[config.mk]
export PLATFORM = sky130hd
export DESIGN_NAME = crc16_framed_packet_receiver_core
export DESIGN_NICKNAME = d
export VERILOG_FILES = /design/src/rtl/core/cfpr_pkg.sv /design/src/rtl/core/cfpr_in_reg.sv /design/src/rtl/core/cfpr_parser.sv /design/src/rtl/core/cfpr_out_reg.sv /design/src/rtl/core/crc16_framed_packet_receiver_core.sv
export SDC_FILE = /design/constraint.sdc
export NUM_CORES = 1
export LEC_CHECK = 0
export BUFFER_PORTS_ARGS = -buffer_cell sky130_fd_sc_hd__clkbuf_2
export CAP_MARGIN = 20
export CORE_MARGIN = 8
export CORE_UTILIZATION = 60
export CTS_CLUSTER_DIAMETER = 50
export CTS_CLUSTER_SIZE = 28
export DETAILED_ROUTE_END_ITERATION = 6
export GPL_TIMING_DRIVEN = 0
export PLACE_DENSITY = 0.8
export SYNTH_ARGS = -nofsm -noshare
export SYNTH_HDL_FRONTEND = slang
export SYNTH_SLANG_ARGS = --single-unit
[constraint.sdc]
create_clock -name clk -period 8.57 [get_ports clk]
set_input_delay 0.4285 -clock clk [delete_from_list [all_inputs] [get_ports clk]]
set_output_delay 0.4285 -clock clk [all_outputs]
set_load 0.01 [all_outputs]
[src/rtl/core/cfpr_pkg.sv]
// shared types, constants and the byte-wise crc function for the framed packet receiver
// no dependencies
package cfpr_pkg;

  // framing and crc constants
  localparam logic [7:0]  SYNC_FIRST  = 8'hC3;
  localparam logic [7:0]  SYNC_SECOND = 8'h3C;
  localparam logic [15:0] CRC_POLY    = 16'h1021;
  localparam logic [15:0] CRC_INIT    = 16'hFFFF;
  localparam logic [15:0] CRC_TOP     = 16'h8000;

  // default payload capacity in bytes
  localparam int DEF_MAX_PAYLOAD = 64;

  // configuration register indexes
  localparam logic CFG_EXPECTED_VERSION = 1'b0;
  localparam logic CFG_ACK_TYPE_CODE    = 1'b1;

  // frame status codes
  typedef enum logic [1:0] {
    ST_ACK      = 2'd0,
    ST_CRC_BAD  = 2'd1,
    ST_NOT_ACK  = 2'd2,
    ST_OVERSIZE = 2'd3
  } status_t;

  // one finished frame report
  typedef struct packed {
    status_t     status;
    logic [7:0]  type_seen;
    logic [15:0] sequence_no;
    logic [15:0] acked;
  } result_t;

  // crc-16/ccitt-false over one byte, msb first
  function automatic logic [15:0] crc_byte(input logic [15:0] c_in, input logic [7:0] b);
    logic [15:0] c;
    c = c_in ^ {b, 8'h00};
    for (int i = 0; i < 8; i++) begin
      if ((c & CRC_TOP) != 16'h0000) begin
        c = {c[14:0], 1'b0} ^ CRC_POLY;
      end else begin
        c = {c[14:0], 1'b0};
      end
    end
    return c;
  endfunction

endpackage

[src/rtl/core/cfpr_in_reg.sv]
// input register stage: holds one received byte until the parser takes it
// depends on nothing outside this file
module cfpr_in_reg (
  input  logic       clk,
  input  logic       rst,
  input  logic       in_valid,
  output logic       in_ready,
  input  logic [7:0] rx_byte,
  input  logic       step,
  output logic       hold_valid,
  output logic [7:0] hold_byte
);

  // free when empty or when the held item moves on this cycle
  assign in_ready = !hold_valid || step;

  // valid flag
  always_ff @(posedge clk) begin
    if (rst) begin
      hold_valid <= 1'b0;
    end else if (in_ready) begin
      hold_valid <= in_valid;
    end
  end

  // byte register
  always_ff @(posedge clk) begin
    if (in_ready && in_valid) begin
      hold_byte <= rx_byte;
    end
  end

endmodule

[src/rtl/core/cfpr_parser.sv]
// frame parser: phase machine, running crc, header capture and result build
// depends on cfpr_pkg
module cfpr_parser import cfpr_pkg::*; #(
  parameter int MAX_PAYLOAD = DEF_MAX_PAYLOAD
) (
  input  logic       clk,
  input  logic       rst,
  input  logic       cfg_write,
  input  logic       cfg_index,
  input  logic [7:0] cfg_data,
  input  logic       byte_valid,
  input  logic [7:0] byte_in,
  input  logic       step,
  output logic       has_result,
  output result_t    result
);

  localparam logic [7:0] MaxLen = 8'(MAX_PAYLOAD);

  typedef enum logic [9:0] {
    PH_SYNC1 = 10'b00_0000_0001,
    PH_SYNC2 = 10'b00_0000_0010,
    PH_VER   = 10'b00_0000_0100,
    PH_TYPE  = 10'b00_0000_1000,
    PH_LEN   = 10'b00_0001_0000,
    PH_SEQL  = 10'b00_0010_0000,
    PH_SEQH  = 10'b00_0100_0000,
    PH_PAY   = 10'b00_1000_0000,
    PH_CRCL  = 10'b01_0000_0000,
    PH_CRCH  = 10'b10_0000_0000
  } phase_t;

  phase_t      phase, phase_next;
  logic [7:0]  expected_version;
  logic [7:0]  ack_type_code;
  logic [15:0] running_crc;
  logic [7:0]  crc_low_byte;
  logic [7:0]  version_seen;
  logic [7:0]  type_seen;
  logic [7:0]  payload_length;
  logic [15:0] header_sequence;
  logic [7:0]  payload_count;
  logic [15:0] first_payload_word;

  logic [15:0] crc_upd;
  logic [7:0]  count_inc;
  logic [15:0] crc_got;
  logic        oversize;
  status_t     end_status;

  // configuration registers
  always_ff @(posedge clk) begin
    if (rst) begin
      expected_version <= 8'd1;
      ack_type_code    <= 8'd2;
    end else if (cfg_write) begin
      unique case (cfg_index)
        CFG_EXPECTED_VERSION: expected_version <= cfg_data;
        CFG_ACK_TYPE_CODE:    ack_type_code    <= cfg_data;
        default:              ;
      endcase
    end
  end

  // per-byte datapath terms
  assign crc_upd   = crc_byte(running_crc, byte_in);
  assign count_inc = payload_count + 8'd1;
  assign crc_got   = {byte_in, crc_low_byte};
  assign oversize  = byte_in > MaxLen;

  // status at the closing crc byte
  always_comb begin
    if (crc_got != running_crc) begin
      end_status = ST_CRC_BAD;
    end else if (version_seen == expected_version && type_seen == ack_type_code &&
                 payload_length == 8'd2) begin
      end_status = ST_ACK;
    end else begin
      end_status = ST_NOT_ACK;
    end
  end

  // result for the byte now held
  always_comb begin
    has_result         = 1'b0;
    result.status      = end_status;
    result.type_seen   = type_seen;
    result.sequence_no = header_sequence;
    result.acked       = (end_status == ST_ACK) ? first_payload_word : 16'h0000;
    if (byte_valid && phase == PH_LEN && oversize) begin
      has_result         = 1'b1;
      result.status      = ST_OVERSIZE;
      result.sequence_no = 16'h0000;
      result.acked       = 16'h0000;
    end else if (byte_valid && phase == PH_CRCH) begin
      has_result = 1'b1;
    end
  end

  // phase sequencing
  always_comb begin
    phase_next = PH_SYNC1;
    unique case (phase)
      PH_SYNC2: begin
        if (byte_in == SYNC_SECOND) begin
          phase_next = PH_VER;
        end else if (byte_in == SYNC_FIRST) begin
          phase_next = PH_SYNC2;
        end
      end
      PH_VER:  phase_next = PH_TYPE;
      PH_TYPE: phase_next = PH_LEN;
      PH_LEN:  phase_next = oversize ? PH_SYNC1 : PH_SEQL;
      PH_SEQL: phase_next = PH_SEQH;
      PH_SEQH: phase_next = (payload_length == 8'd0) ? PH_CRCL : PH_PAY;
      PH_PAY:  phase_next = (count_inc >= payload_length) ? PH_CRCL : PH_PAY;
      PH_CRCL: phase_next = PH_CRCH;
      PH_CRCH: phase_next = PH_SYNC1;
      default: phase_next = (byte_in == SYNC_FIRST) ? PH_SYNC2 : PH_SYNC1;
    endcase
  end

  // phase register
  always_ff @(posedge clk) begin
    if (rst) begin
      phase <= PH_SYNC1;
    end else if (step) begin
      phase <= phase_next;
    end
  end

  // frame fields; each is written before it is read in a frame
  always_ff @(posedge clk) begin
    if (step) begin
      case (phase)
        PH_SYNC2: begin
          running_crc        <= CRC_INIT;
          payload_count      <= 8'd0;
          first_payload_word <= 16'h0000;
        end
        PH_VER: begin
          version_seen <= byte_in;
          running_crc  <= crc_upd;
        end
        PH_TYPE: begin
          type_seen   <= byte_in;
          running_crc <= crc_upd;
        end
        PH_LEN: begin
          payload_length <= byte_in;
          running_crc    <= crc_upd;
        end
        PH_SEQL: begin
          header_sequence <= {8'h00, byte_in};
          running_crc     <= crc_upd;
        end
        PH_SEQH: begin
          header_sequence[15:8] <= byte_in;
          running_crc           <= crc_upd;
        end
        PH_PAY: begin
          if (payload_count == 8'd0) begin
            first_payload_word[7:0] <= byte_in;
          end else if (payload_count == 8'd1) begin
            first_payload_word[15:8] <= byte_in;
          end
          payload_count <= count_inc;
          running_crc   <= crc_upd;
        end
        PH_CRCL: crc_low_byte <= byte_in;
        default: ;
      endcase
    end
  end

endmodule

[src/rtl/core/cfpr_out_reg.sv]
// result register: holds one frame report until the consumer takes it
// depends on cfpr_pkg
module cfpr_out_reg import cfpr_pkg::*; (
  input  logic        clk,
  input  logic        rst,
  input  logic        load,
  input  result_t     result,
  output logic        free,
  output logic        out_valid,
  input  logic        out_ready,
  output logic [1:0]  frame_status,
  output logic [7:0]  frame_type_seen,
  output logic [15:0] frame_sequence,
  output logic [15:0] acked_sequence
);

  result_t held;

  // room for a new item when empty or being drained
  assign free = !out_valid || out_ready;

  // valid flag
  always_ff @(posedge clk) begin
    if (rst) begin
      out_valid <= 1'b0;
    end else if (load) begin
      out_valid <= 1'b1;
    end else if (out_ready) begin
      out_valid <= 1'b0;
    end
  end

  // payload register
  always_ff @(posedge clk) begin
    if (load) begin
      held <= result;
    end
  end

  assign frame_status    = held.status;
  assign frame_type_seen = held.type_seen;
  assign frame_sequence  = held.sequence_no;
  assign acked_sequence  = held.acked;

endmodule

[src/rtl/core/crc16_framed_packet_receiver_core.sv]
// Framed packet receiver with CRC-16/CCITT-FALSE check. One received byte is
// taken per cycle unless the input is held: the byte lands in an input register,
// and as it moves on the parser updates its phase, running crc and header
// fields; for the closing CRC byte (or the oversize length byte) a frame report
// (status, type, sequence, acknowledged sequence) is loaded at the same time
// into a result register, which presents it. The input keeps taking one byte every
// cycle while a report waits; only a byte that would close a frame while the
// previous report is still not taken holds the input. Configuration writes
// (index 0 expected version, index 1 acknowledge type) take effect at once and
// belong between frames.
// depends on cfpr_pkg, cfpr_in_reg, cfpr_parser, cfpr_out_reg
module crc16_framed_packet_receiver_core import cfpr_pkg::*; #(
  parameter int MAX_PAYLOAD = DEF_MAX_PAYLOAD
) (
  input  logic        clk,
  input  logic        rst,
  input  logic        cfg_write,
  input  logic        cfg_index,
  input  logic [7:0]  cfg_data,
  input  logic        in_valid,
  output logic        in_ready,
  input  logic [7:0]  rx_byte,
  output logic        out_valid,
  input  logic        out_ready,
  output logic [1:0]  frame_status,
  output logic [7:0]  frame_type_seen,
  output logic [15:0] frame_sequence,
  output logic [15:0] acked_sequence
);

  logic       hold_valid;
  logic [7:0] hold_byte;
  logic       has_result;
  logic       out_free;
  logic       step;
  result_t    result;

  // the held item moves on unless it closes a frame with no room for its report
  assign step = hold_valid && (!has_result || out_free);

  // input register
  cfpr_in_reg u_in_reg (
    .clk        (clk),
    .rst        (rst),
    .in_valid   (in_valid),
    .in_ready   (in_ready),
    .rx_byte    (rx_byte),
    .step       (step),
    .hold_valid (hold_valid),
    .hold_byte  (hold_byte)
  );

  // parser
  cfpr_parser #(
    .MAX_PAYLOAD (MAX_PAYLOAD)
  ) u_parser (
    .clk        (clk),
    .rst        (rst),
    .cfg_write  (cfg_write),
    .cfg_index  (cfg_index),
    .cfg_data   (cfg_data),
    .byte_valid (hold_valid),
    .byte_in    (hold_byte),
    .step       (step),
    .has_result (has_result),
    .result     (result)
  );

  // result register
  cfpr_out_reg u_out_reg (
    .clk             (clk),
    .rst             (rst),
    .load            (step && has_result),
    .result          (result),
    .free            (out_free),
    .out_valid       (out_valid),
    .out_ready       (out_ready),
    .frame_status    (frame_status),
    .frame_type_seen (frame_type_seen),
    .frame_sequence  (frame_sequence),
    .acked_sequence  (acked_sequence)
  );

endmodule

==> impl_results.md <==
- Max FO, Critical Path: 16
- PD cells: just over 200 nW/um2
- Most common cell after layout, fill and taps aside: edfxtp_1
- FF+latch count, synth: between 150 and 200
- Buffers added on ports: 64
- CP Cell Sequence: or4_4 > o22a_1 > a31o_2 > a21o_4 > buf_6 > a21oi_2
- Cts hold-fix bufs: 0
- Iter 0 DRT Violations: 394
- Setup bufs post-CTS: 0
- CTS sink count: 166
- Most frequent cells in the layout: edfxtp_1, clkbuf_2, and2_1
- Leak Pwr: 2.84 nW
- Max Fclk: 303 MHz
- Critical path arrival: 3.35 ns
- Syn. warnings: 0
- CTS clock-pin slew for the worst setup and hold paths: 0.06 ns
- Final min period: 3.30 ns
- Slew Limit Fails: 0
- DRT Pass-1 Iters: 5
- DR vias/cell: 5.66
- Final Skew: ~0.0098 ns
- # IOs: 66
- Starting Density: 0.612
- Die Span X: 124 um
- WS Path Type: reg -> reg
- WHS Path Cells: 1
- Routed WL: 13.9 mm
- Worst min-delay path class: in -> reg
- Drt wl/cell: approximately 18 um
- CTS Buffer Depth: 2
- Routability congestion estimate: 0.894
- Root Buffer: clkbuf_16
- Initial antenna violation count: 0
- CTS tree: yes
- CP Data Required Time: 8.62 ns
- Buf/Inv on CP: 1
- Final period util: 0.385
- Worst-Skew Late Latency: 0.42 ns
- Full die area: ~15000 um2
- Resize count post-CTS: 0
- CP peak stage delay: between 0.6 and 0.7 ns
- Sequential area share after synthesis: 0.676
- DP HPWL: 9.52 mm
- Synthesized area: ~7000 um2
- CTS buffer count: 17
- H-tree depth: 4
- Routed Antenna Nets: 0
- Setup Viol. Count Final: 0
- Pin count of the biggest net entering global routing: 23
- Flop2flop setup slack: approximately 5.3 ns
- Final hold vios: 0
- Worst Max-Slew Pin Slew: between 0.9 and 1 ns
- Crit. End Element: flip-flop
- Cell variety after synth: 54
- FFs w/ async S/R, synth: 0
- Syn nets: 550
- Maximum capacitance violations: 0
- Unrepaired setup endpoints after global routing: false
- Syn Area/Cell: 13.5 um2
- Die Ht: 124 um
- Ant diodes: 0
- Peak supply drop: 0.000175 V
- Power consumption: 1.65 mW
- Nature of the critical path startpoint: flip-flop
- Family with the most delay on the worst path: compound AO/OA/AOI/OAI gates
- Worst path depth: 6
- Grt total ovfl: 0
- Vias in the first global route: 4293
- Row cnt: 39
- Global Route Usage Sum: 0.188
- Status: finished clean
- Predominant post-synthesis flop cell: edfxtp_1
- Cell count after synthesis: 517
- Final setup TNS: 0 ns
- Slowest stage cell on the critical path: a21oi_2
- Ratio of cells with drive above 1 in the final layout: 0.190
- Final hold slack: between 0.15 and 0.2 ns
- Vias post-DR: 4291
- Slew HR: 0.389
- Nets: 635
- DRC viols: 0
- Layout area overhead: 15.9%
- Core ar.: 11400 um2
- First-pass GRT wire length: about 22 mm
- Count of flip-flops with a built-in enable after synthesis: roughly 140
- FF-to-FF path depth: 6
-- worst reg2reg max path: stages, from the launching register on --
cell and delay (ns):
edfxtp_1 0.63, or4_4 0.63, o22a_1 0.25, a31o_2 0.31, a21o_4 0.28, buf_6 0.16
a21oi_2 0.67
-- final timing paths --
kind	startpoint	to
setup / recovery	u_in_reg.hold_byte[4]$_DFFE_PP_	u_parser.running_crc[11]$_SDFFCE_PN1P_
hold / removal	rx_byte[4]	u_in_reg.hold_byte[4]$_DFFE_PP_
setup reg to reg	u_in_reg.hold_byte[4]$_DFFE_PP_	u_parser.running_crc[11]$_SDFFCE_PN1P_
hold reg to reg	u_parser.type_seen[1]$_DFFE_PP_	u_out_reg.frame_type_seen[1]$_DFFE_PP_
-- registers in the layout, indices dropped and copies added (netlist names) --
register                     count
u_parser.running_crc            16
u_in_reg.hold_byte               8
u_parser.payload_count           8
u_out_reg.frame_status           2
u_parser.version_seen            8
u_out_reg.acked_sequence        16
u_parser.payload_length          8
u_parser.crc_low_byte            8
u_out_reg.out_valid              1
u_out_reg.frame_sequence        16
u_parser.ack_type_code           8
u_in_reg.hold_valid              1
u_parser.type_seen               8
u_parser.first_payload_word     16
u_parser.header_sequence        16
u_parser.expected_version        8
u_out_reg.frame_type_seen        8
u_parser.phase                  10
-- metrics by stage --
| step | cells | instance area (um2) | setup slack (ns) | util |
|---|---|---|---|---|
| floorplan | 517 | 6960 | 4.84 | - |
| global placement | 724 | 7450 | 4.05 | 0.656 |
| detailed placement | 726 | 7510 | 5.27 | 0.660 |
| CTS | 758 | 8060 | 5.28 | 0.709 |
| global route | 758 | 8060 | 5.13 | 0.709 |
| finish | 758 | 8060 | 5.27 | 0.709 |
-- cell families (layout without fill, tap and decap cells) --
group / count (synthesis) / after routing / synth area share
simple gates: 198 / 198 / 0.161
flops: 166 / 166 / 0.676
compound gates: 55 / 55 / 0.0498
xor+xnor: 55 / 55 / 0.0693
buf+inv: 32 / 130 / 0.0239
fa+ha+maj: 11 / 11 / 0.0198
-- cell usage after synthesis, types with 3 or more instances --
| master | count | area share |
|---|---|---|
| o21ai_0 | 5 | 0.0036 |
| a211o_1 | 3 | 0.0038 |
| and2_1 | 57 | 0.051 |
| nand2_1 | 50 | 0.027 |
| nand4_1 | 11 | 0.0099 |
| nor2_1 | 15 | 0.0081 |
| nor4_1 | 5 | 0.0045 |
| nand2b_1 | 10 | 0.0090 |
| or4_1 | 3 | 0.0032 |
| clkbuf_1 | 10 | 0.0054 |
| nand4b_1 | 3 | 0.0038 |
| inv_1 | 16 | 0.0086 |
| dfxtp_1 | 28 | 0.081 |
| nand3_1 | 17 | 0.012 |
| a21oi_1 | 30 | 0.022 |
| nor3_1 | 4 | 0.0029 |
| ha_1 | 11 | 0.020 |
| xnor2_1 | 47 | 0.059 |
| nor2b_1 | 3 | 0.0027 |
| edfxtp_1 | 138 | 0.60 |
| xor2_1 | 8 | 0.010 |
-- routing by layer --
layer	routed length, um	up-vias	track usage
met5	0	-	0
met4	316	0	0.0783
met3	944	28	0.0503
met2	6720	140	0.307
met1	5900	2097	0.235
li1	-	2026	-
-- power breakdown --
| group | switching (mW) | internal, mW | leakage (nW) | total [mW] |
|---|---|---|---|---|
| logic | 0.0295 | 0.0244 | 1.10 | 0.0538 |
| clock network | 0.293 | 0.412 | 0.274 | 0.705 |
| registers | 0.0133 | 0.874 | 1.47 | 0.887 |
| total | 0.336 | 1.31 | 2.84 | 1.65 |
-- area by class of cell --
cell class	instances	area [um2]
plain buffers	16	106
clock buffers	26	510
clock inverters	6	42.5
fillers	745	3310
inverters	16	60.1
multi-input cells	319	2100
flip-flops and latches	166	4700
well taps	143	179
repair buffers	66	355
Note: power is estimated with default switching activity, not from simulation.
